<file path="src/design/vtg_pkg.sv">
`timescale 1ns / 1ps
// ----------------------------------------------------------------------------
// vtg_pkg: shared types and constants of the vector tile geometry decoder
// Transaction payloads, command ids, result kinds, fault codes and helpers.
// ----------------------------------------------------------------------------
package vtg_pkg;

  localparam int RES_MAX = 3;

  localparam logic [2:0] CMD_MOVETO = 3'd1;
  localparam logic [2:0] CMD_LINETO = 3'd2;
  localparam logic [2:0] CMD_CLOSE  = 3'd7;

  localparam logic [1:0] KIND_VERTEX = 2'd0;
  localparam logic [1:0] KIND_DONE   = 2'd1;
  localparam logic [1:0] KIND_ERROR  = 2'd2;

  localparam logic [2:0] FAULT_NONE      = 3'd0;
  localparam logic [2:0] FAULT_BAD_ID    = 3'd1;
  localparam logic [2:0] FAULT_BAD_MOVE  = 3'd2;
  localparam logic [2:0] FAULT_LINE_1ST  = 3'd3;
  localparam logic [2:0] FAULT_BAD_CLOSE = 3'd4;
  localparam logic [2:0] FAULT_TRUNC     = 3'd5;
  localparam logic [2:0] FAULT_UNCLOSED  = 3'd6;
  localparam logic [2:0] FAULT_TOO_FEW   = 3'd7;

  typedef struct packed {
    logic [31:0] word;
    logic        stream_end;
  } vtg_in_t;

  typedef struct packed {
    logic [1:0]         kind;
    logic signed [31:0] pos_x;
    logic signed [31:0] pos_y;
    logic [31:0]        vertex_total;
    logic [2:0]         fault;
    logic               final_res;
  } vtg_out_t;

  // results caused by one input transaction
  typedef struct packed {
    logic [1:0]                 count;
    vtg_out_t [RES_MAX-1:0]     item;
  } vtg_batch_t;

  function automatic logic [31:0] unzigzag(input logic [31:0] v);
    unzigzag = {1'b0, v[31:1]} ^ {32{v[0]}};
  endfunction

  function automatic logic [31:0] sat_inc(input logic [31:0] v);
    sat_inc = (v == 32'hFFFF_FFFF) ? v : v + 32'd1;
  endfunction

endpackage

</file>
<file path="src/design/vector_tile_geometry_decoder.sv">
`timescale 1ns / 1ps
// ----------------------------------------------------------------------------
// vector_tile_geometry_decoder: streaming vector tile geometry decoder
// Decodes command and zigzag parameter words into vertices and a per-feature
// done or error result.
// ----------------------------------------------------------------------------
// Usage:
//   Input channel (in_valid/in_ready/in_data) takes one geometry word per
//   transaction; stream_end marks the last word of a feature.
//   Output channel (out_valid/out_ready/out_data) returns vertex, done and
//   error results in stream order.
//   cfg_we/cfg_wdata write polygon_mode; write it only while the block is idle.
// Output: a word's first result is registered and presented in the cycle after its transaction.
// Throughput: one word per cycle while out_ready is high and each word causes at most one result.
//   A feature-ending word can cause up to three results; these leave the
//   result register one per cycle while out_ready is high, and the next word is taken in the cycle
//   the last of them is taken.
// Reset: rst clears polygon_mode to point mode and all feature state; no
//   results are pending afterwards.
// Stall: while out_ready is low, the result register holds and in_ready stays
//   low as long as any result is waiting.
// ----------------------------------------------------------------------------
module vector_tile_geometry_decoder (
  input  logic              clk,
  input  logic              rst,
  input  logic              in_valid,
  output logic              in_ready,
  input  vtg_pkg::vtg_in_t  in_data,
  output logic              out_valid,
  input  logic              out_ready,
  output vtg_pkg::vtg_out_t out_data,
  input  logic              cfg_we,
  input  logic              cfg_wdata
);
  import vtg_pkg::*;

  vtg_batch_t batch;
  logic       in_fire;
  logic       can_load;

  assign in_ready = can_load;
  assign in_fire  = in_valid && in_ready;

  vtg_decode u_decode (
    .clk       (clk),
    .rst       (rst),
    .cfg_we    (cfg_we),
    .cfg_wdata (cfg_wdata),
    .in_fire   (in_fire),
    .in_data   (in_data),
    .batch     (batch)
  );

  vtg_out_buf u_out_buf (
    .clk       (clk),
    .rst       (rst),
    .load      (in_fire),
    .batch     (batch),
    .can_load  (can_load),
    .out_valid (out_valid),
    .out_ready (out_ready),
    .out_data  (out_data)
  );

`ifndef NO_ASSERTIONS
  // a transaction that causes results shows one in the next cycle
  a_result_follows: assert property (@(posedge clk) disable iff (rst)
    (in_fire && batch.count != 2'd0) |=> out_valid)
    else $error("results of accepted word not presented");

  // a transaction that causes no result leaves the output empty
  a_no_result: assert property (@(posedge clk) disable iff (rst)
    (in_fire && batch.count == 2'd0) |=> !out_valid)
    else $error("result presented for a word that caused none");

  // vertices never end a feature; done and error always do
  a_kind_final: assert property (@(posedge clk) disable iff (rst)
    out_valid |-> ((out_data.kind == KIND_VERTEX) == !out_data.final_res))
    else $error("result kind and final flag disagree");

  // only error results carry a fault, and final results carry no position
  a_fault_pos: assert property (@(posedge clk) disable iff (rst)
    (out_valid && out_data.final_res) |->
      (out_data.pos_x == 32'sd0 && out_data.pos_y == 32'sd0 &&
       ((out_data.kind == KIND_ERROR) == (out_data.fault != FAULT_NONE))))
    else $error("final result carries position or inconsistent fault");
`endif

endmodule

</file>
<file path="src/design/vtg_decode.sv">
`timescale 1ns / 1ps
// ----------------------------------------------------------------------------
// vtg_decode: geometry word decoder and feature state
// Updates the running position and ring state for one word and forms the
// vertex, closing vertex and done/error results that the word causes.
// ----------------------------------------------------------------------------
module vtg_decode (
  input  logic               clk,
  input  logic               rst,
  input  logic               cfg_we,
  input  logic               cfg_wdata,
  input  logic               in_fire,
  input  vtg_pkg::vtg_in_t   in_data,
  output vtg_pkg::vtg_batch_t batch
);
  import vtg_pkg::*;

  logic        polygon_mode;
  logic [31:0] cur_x, cur_y, start_x, start_y, vertex_count;
  logic [28:0] pairs_left;
  logic        want_y, ring_open, ring_closed, failed;

  logic [31:0] cur_x_next, cur_y_next, start_x_next, start_y_next, vertex_count_next;
  logic [28:0] pairs_left_next;
  logic        want_y_next, ring_open_next, ring_closed_next, failed_next;

  logic [2:0]  cmd_id;
  logic [28:0] cmd_count;
  logic [2:0]  fault;
  logic [1:0]  n;
  logic [31:0] delta;
  logic        cmd_err;

  assign cmd_id    = in_data.word[2:0];
  assign cmd_count = in_data.word[31:3];
  assign delta     = unzigzag(in_data.word);

  always_comb begin
    cur_x_next        = cur_x;
    cur_y_next        = cur_y;
    start_x_next      = start_x;
    start_y_next      = start_y;
    vertex_count_next = vertex_count;
    pairs_left_next   = pairs_left;
    want_y_next       = want_y;
    ring_open_next    = ring_open;
    ring_closed_next  = ring_closed;
    failed_next       = failed;
    fault             = FAULT_NONE;
    cmd_err           = 1'b0;
    n                 = 2'd0;
    batch             = '0;

    if (failed) begin
      // drop words until the feature ends
    end else if (pairs_left == '0 && !want_y) begin
      if (!polygon_mode) begin
        if (cmd_id != CMD_MOVETO) fault = FAULT_BAD_ID;
        else pairs_left_next = cmd_count;
      end else begin
        case (cmd_id)
          CMD_MOVETO: begin
            if (cmd_count != 29'd1 || ring_open) fault = FAULT_BAD_MOVE;
            else pairs_left_next = 29'd1;
          end
          CMD_LINETO: begin
            if (!ring_open) fault = FAULT_LINE_1ST;
            else pairs_left_next = cmd_count;
          end
          CMD_CLOSE: begin
            if (cmd_count != 29'd1) fault = FAULT_BAD_CLOSE;
            else ring_closed_next = 1'b1;
          end
          default: fault = FAULT_BAD_ID;
        endcase
      end
      if (fault != FAULT_NONE) begin
        cmd_err = 1'b1;
        batch.item[0].kind         = KIND_ERROR;
        batch.item[0].vertex_total = vertex_count;
        batch.item[0].fault        = fault;
        batch.item[0].final_res    = 1'b1;
        n = 2'd1;
        failed_next = 1'b1;
      end
    end else if (!want_y) begin
      cur_x_next  = cur_x + delta;
      want_y_next = 1'b1;
    end else begin
      cur_y_next      = cur_y + delta;
      want_y_next     = 1'b0;
      pairs_left_next = pairs_left - 29'd1;
      batch.item[0].kind  = KIND_VERTEX;
      batch.item[0].pos_x = cur_x;
      batch.item[0].pos_y = cur_y_next;
      n = 2'd1;
      vertex_count_next = sat_inc(vertex_count);
      if (polygon_mode && !ring_open) begin
        start_x_next   = cur_x;
        start_y_next   = cur_y_next;
        ring_open_next = 1'b1;
      end
    end

    // feature end: emit closing vertex if needed, then done or error
    if (!failed && !cmd_err && in_data.stream_end) begin
      if (pairs_left_next != '0 || want_y_next) begin
        fault = FAULT_TRUNC;
      end else if (!polygon_mode) begin
        fault = FAULT_NONE;
      end else if (!ring_closed_next) begin
        fault = FAULT_UNCLOSED;
      end else begin
        if (ring_open_next && (cur_x_next != start_x_next || cur_y_next != start_y_next)) begin
          batch.item[n].kind  = KIND_VERTEX;
          batch.item[n].pos_x = start_x_next;
          batch.item[n].pos_y = start_y_next;
          n = n + 2'd1;
          vertex_count_next = sat_inc(vertex_count_next);
        end
        fault = (vertex_count_next < 32'd4) ? FAULT_TOO_FEW : FAULT_NONE;
      end
      batch.item[n].kind         = (fault != FAULT_NONE) ? KIND_ERROR : KIND_DONE;
      batch.item[n].vertex_total = vertex_count_next;
      batch.item[n].fault        = fault;
      batch.item[n].final_res    = 1'b1;
      n = n + 2'd1;
    end

    // the last word of a feature clears all feature state
    if (in_data.stream_end) begin
      cur_x_next        = '0;
      cur_y_next        = '0;
      start_x_next      = '0;
      start_y_next      = '0;
      vertex_count_next = '0;
      pairs_left_next   = '0;
      want_y_next       = 1'b0;
      ring_open_next    = 1'b0;
      ring_closed_next  = 1'b0;
      failed_next       = 1'b0;
    end

    batch.count = n;
  end

  always_ff @(posedge clk) begin
    if (rst) begin
      polygon_mode <= 1'b0;
      cur_x        <= '0;
      cur_y        <= '0;
      start_x      <= '0;
      start_y      <= '0;
      vertex_count <= '0;
      pairs_left   <= '0;
      want_y       <= 1'b0;
      ring_open    <= 1'b0;
      ring_closed  <= 1'b0;
      failed       <= 1'b0;
    end else begin
      if (cfg_we) polygon_mode <= cfg_wdata;
      if (in_fire) begin
        cur_x        <= cur_x_next;
        cur_y        <= cur_y_next;
        start_x      <= start_x_next;
        start_y      <= start_y_next;
        vertex_count <= vertex_count_next;
        pairs_left   <= pairs_left_next;
        want_y       <= want_y_next;
        ring_open    <= ring_open_next;
        ring_closed  <= ring_closed_next;
        failed       <= failed_next;
      end
    end
  end

endmodule

</file>
<file path="src/design/vtg_out_buf.sv">
`timescale 1ns / 1ps
// ----------------------------------------------------------------------------
// vtg_out_buf: result register
// Holds the results of one decoded word and hands them out one per cycle while out_ready is high.
// ----------------------------------------------------------------------------
module vtg_out_buf (
  input  logic                clk,
  input  logic                rst,
  input  logic                load,
  input  vtg_pkg::vtg_batch_t batch,
  output logic                can_load,
  output logic                out_valid,
  input  logic                out_ready,
  output vtg_pkg::vtg_out_t   out_data
);
  import vtg_pkg::*;

  vtg_out_t [RES_MAX-1:0] slot;
  logic [1:0]             count;
  logic [1:0]             head;
  logic                   pop;

  assign out_valid = (count != 2'd0);
  assign out_data  = slot[head];
  assign pop       = out_valid && out_ready;
  // take a new batch when empty or once the last pending result leaves this cycle
  assign can_load  = (count == 2'd0) || (count == 2'd1 && out_ready);

  always_ff @(posedge clk) begin
    if (rst) begin
      count <= 2'd0;
      head  <= 2'd0;
    end else if (load) begin
      count <= batch.count;
      head  <= 2'd0;
    end else if (pop) begin
      count <= count - 2'd1;
      head  <= head + 2'd1;
    end
  end

  always_ff @(posedge clk) begin
    if (load) slot <= batch.item;
  end

endmodule
</file>
<file path="config.mk">
export PLATFORM = sky130hd
export DESIGN_NAME = vector_tile_geometry_decoder
export DESIGN_NICKNAME = d
export VERILOG_FILES = /design/src/design/vtg_pkg.sv /design/src/design/vector_tile_geometry_decoder.sv /design/src/design/vtg_decode.sv /design/src/design/vtg_out_buf.sv
export SDC_FILE = /design/constraint.sdc
export NUM_CORES = 1
export LEC_CHECK = 0
export BUFFER_PORTS_ARGS = -buffer_cell sky130_fd_sc_hd__buf_2
export CELL_PAD_IN_SITES_DETAIL_PLACEMENT = 1
export CELL_PAD_IN_SITES_GLOBAL_PLACEMENT = 2
export CORE_ASPECT_RATIO = 0.75
export CORE_MARGIN = 2
export CORE_UTILIZATION = 40
export DETAILED_ROUTE_END_ITERATION = 8
export PLACE_DENSITY = 0.93
export SLEW_MARGIN = 20
export SYNTH_ARGS = -nofsm -noshare
export SYNTH_HDL_FRONTEND = slang
export SYNTH_HIERARCHICAL = 1
export SYNTH_SLANG_ARGS = --single-unit
</file>
<file path="constraint.sdc">
create_clock -name clk -period 16.3 [get_ports clk]
set_input_delay 3.26 -clock clk [delete_from_list [all_inputs] [get_ports clk]]
set_output_delay 3.26 -clock clk [all_outputs]
set_load 0.05 [all_outputs]
</file>
==> results by stage <==
Route:
- After detailed routing, the number of remaining DRC violations is 0.
- In this run the remaining antenna-violating nets after routing total 0.
- The detailed router's first-iteration violation count is 3245.
- The number of vias per cell after detailed routing is 6.28.
- The count of TritonRoute iterations in the first routing pass is 5.
- For this block, the routed nets add up to 128 mm of wire.
- The detail-routed net length per standard cell is 26.6 microns.
- For this block, the via count after detailed routing is 30300.

Synth:
- The synthesized design contains 306 enable-type register cells.
- The count of cell types in the netlist is 105.
- The per-instance average area after synthesis is 8.72 sq um.
- By count the netlist is led by nor2_1, nand2_1, edfxtp_1, o21ai_0, a21oi_1.
- The post-synthesis async set-or-reset flop share is 0%.
- The dominant synthesized flop cell is edfxtp_1.
- Synthesis handed over a netlist of 3726 instances.
- Summed over its instances, the top area cell type makes up 28.3% of the synthesized netlist area.
- The share of synthesized area occupied by flip-flops and latches is 40.5%.
- In the post-synthesis netlist, the biggest area contributors are edfxtp_1, dfxtp_1, nor2_1, nand2_1, mux2i_1.
- The post-synthesis cell type with the largest combined area is edfxtp_1.
- The most numerous cell in the Yosys netlist is nor2_1.
- The mapped netlist covers 32500 sq um.
- The count of yosys warnings during synthesis is 6.
- The number of storage elements in the synthesis netlist is 504.

Critical path:
- The required time at the endpoint of the critical path is 16.67 ns.
- The worst path arrival time is 11.69 ns.
- The setup slack on the worst flop-to-flop path is 8.32 ns.
- The kind of capture point of the worst setup path is a flip-flop.
- The critical path start-end classification is in -> reg.
- The startpoint kind of the worst setup timing path is an input pin.
- The maximum net fanout on the critical path is 40.

CTS:
- Post-CTS timing repair inserted 0 buffers for setup.
- The clock passes through at most 3 buffers.
- The clock latency reported for the late side of the worst-skew pair is 0.67 ns.
- For this design, the CTS-stage hold fixing added 0 buffers.
- The number of levels the H-tree was split into is 2.
- Counting every sink on the clock net gives 504.
- The post-cts repair resize count is 0.
- The cell sitting at the root of the clock tree is a clkbuf_16.
- TritonCTS built the clock tree.
- Counting the buffers created by CTS gives 54.
- After clock tree synthesis, the clock-pin slew on the worst setup and hold paths is 0.06 ns.

Global routing:
- The maximum number of pins on one net before global-route repair is 121.
- The first-pass GRT wire length is 189 mm.
- The number of antenna violations at the first check in global routing came to 1.
- The aggregate global routing overflow is 0.
- The via count of the first global-routing pass is 28900.
- The overall fraction of global-route tracks in use is 29.6%.

Power:
- The leakage dissipation is 0.0124 uW.
- The worst vdd rail ir drop is 0.266 mV.
- Power comes to 6300 uW.
- The power density normalized to cell area is 177 nW/um^2.

Timing:
- The slew at the pin with the worst max-slew slack is 1.15 ns.
- Setup repair after global routing left no endpoint under its margin.
- In the finished design, the share of the clock period the worst path needs comes to 69.4%.
- Adding up every negative setup slack in the final design gives 0 ns.
- The clock period could shrink to 11.31 ns.
- The final number of hold-violating endpoints is 0.
- The setup skew after layout is 0.0296 ns.
- The highest clock rate is 88.4 MHz.
- Measured against its own limit, the worst slew margin works out to 23.5%.
- The count of pins over their slew limit is 0.
- Setup violations remaining at the end of the flow were counted as 0.

Floorplan:
- The horizontal die dimension is 333 microns.
- The total number of placement rows is 90.
- The die covers 83500 sq um.
- Once the floorplan was initialized, standard cells occupied 40.4% of the core.
- The die outline height is 251 microns.
- For this design the top-level I/O count stands at 143.
- The region available for standard cell placement spans 80400 sq um.

Layout:
- In the final design database the tool counted 3827 nets.
- The filler cell count in the final layout is 9439.
- Summing all non-filler instances in the final layout gives an area of 35600 sq um.
- In the final layout, the share of cells above drive strength 1 is 9.95%.
- At the end of the flow the core is filled with cells to 44.2%.
- Leaving out filler cells and counting taps, the final layout contains 4817.
- The relative area change from synthesis to final layout is 9.48%.

Min path:
- The class of the most critical hold timing path is reg -> reg.

Job:
- The count of maximum capacitance violations is 0.

Placed design:
- The placer's final routability congestion estimate is 1.00.
- Summing all placed instances gives a cell area of 33700 sq um.
- After detailed placement, the design holds a cell count of 4713.
- The HPWL after detailed placement is 92.4 mm.
- Buffers placed on the I/O ports in this run total 142.

Run status:
- The flow ran to the end, and the final reports show no timing, DRC or antenna violations.
-- per-stage QoR --
| stage | setup slack (ns) | hold slack [ns] |
|---|---|---|
| 2_1_floorplan | 3.56 | 0.458 |
| 3_3_place_gp | 4.97 | 0.469 |
| 3_5_place_dp | 4.57 | 0.481 |
| 4_1_cts | 5.23 | 0.497 |
| 5_1_grt | 4.64 | 0.534 |
| 6_report | 4.99 | 0.491 |
-- final timing paths --
path,end,cells after the start,from
min reg2reg,u_decode/start_x[26],2,u_decode/start_x[26]
min,u_decode/start_x[26],2,u_decode/start_x[26]
max,u_out_buf/slot[18],22,in_data[1]
max reg2reg,u_out_buf/slot[18],17,u_decode/want_y
-- cell families after synthesis --
kind of cell	after synthesis	share of synthesized area, %
muxes	150	4.65
xor gates and xnor gates	230	6.38
other	1	0.0115
and+or+nand+nor	1351	19.2
AOI/OAI and AO/OA	1034	20.7
adders and majority gates	76	2.97
DFF	504	40.5
buffers and inverters	380	5.64
-- area by class of cell --
class / instances / area [sq um] / area share (%)
diodes: 1 / 2.50 / 0.00704
clock buffers: 67 / 1500 / 4.22
clock inverters: 35 / 378 / 1.06
inverters: 53 / 200 / 0.563
multi-input cells: 2905 / 17900 / 50.2
flip-flops and latches: 504 / 13200 / 37.0
well taps: 1058 / 1320 / 3.72
repair buffers: 194 / 1140 / 3.21
-- layer usage --
metal / up-vias / GRT usage, % / share of wire [%]
met5: - / 0 / 0
met4: 0 / 6.01 / 1.8
met3: 142 / 7.03 / 10
met2: 1399 / 40.7 / 40
met1: 15200 / 46.3 / 48
li1: 13500 / - / -
-- power breakdown --
group          internal, uW  switching (uW)  total, uW
clock                   741             583       1320
combinational           854            2310       3160
sequential             1660             154       1810
total                  3250            3050       6300
-- sequential cells by signal, summed over array words and instances, names as in the netlist, 2 cells and up --
name and cells:
u_out_buf/slot 306, u_decode/cur_x 32, u_decode/cur_y 32, u_decode/start_x 32, u_decode/start_y 32, u_decode/vertex_count 32
u_decode/pairs_left 29, u_out_buf/count 2, u_out_buf/head 2
-- placed cells by master (no fill, tap or decap), types with 27 or more instances in the layout --
| master | synthesis | routed |
|---|---|---|
| nor2_1 | 456 | 452 |
| nand2_1 | 441 | 439 |
| edfxtp_1 | 306 | 306 |
| o21ai_0 | 274 | 271 |
| a21oi_1 | 224 | 224 |
| dfxtp_1 | 198 | 195 |
| a22oi_1 | 160 | 160 |
| mux2i_1 | 144 | 144 |
| buf_2 | 37 | 141 |
| xnor2_1 | 116 | 116 |
| xor2_1 | 110 | 110 |
| nor3_1 | 83 | 82 |
| ha_1 | 74 | 74 |
| nand3_1 | 71 | 71 |
| conb_1 | 1 | 64 |
| nand4_1 | 61 | 61 |
| a22o_1 | 56 | 56 |
| clkbuf_16 | 0 | 55 |
| inv_1 | 52 | 52 |
| buf_4 | 73 | 50 |
| nor4_1 | 37 | 35 |
| o21ai_1 | 34 | 33 |
| o21a_1 | 27 | 27 |
-- worst max-delay path, cell delays in order --
cell	delay, ns
buf_2	0.82
inv_1	0.36
ha_1	0.49
inv_1	0.11
ha_1	0.24
fa_1	0.45
a21o_1	0.25
a221o_1	0.41
a211oi_2	0.41
nor2_1	0.12
mux2_2	0.29
nor2_2	0.23
mux2i_1	0.20
or4b_1	0.45
or4_4	0.58
nor4_4	0.74
nor2_1	0.34
nand2_1	0.71
inv_1	0.39
and4_1	0.33
xnor2_1	0.26
o21ai_0	0.15
Note: power is estimated with default switching activity, not from simulation.
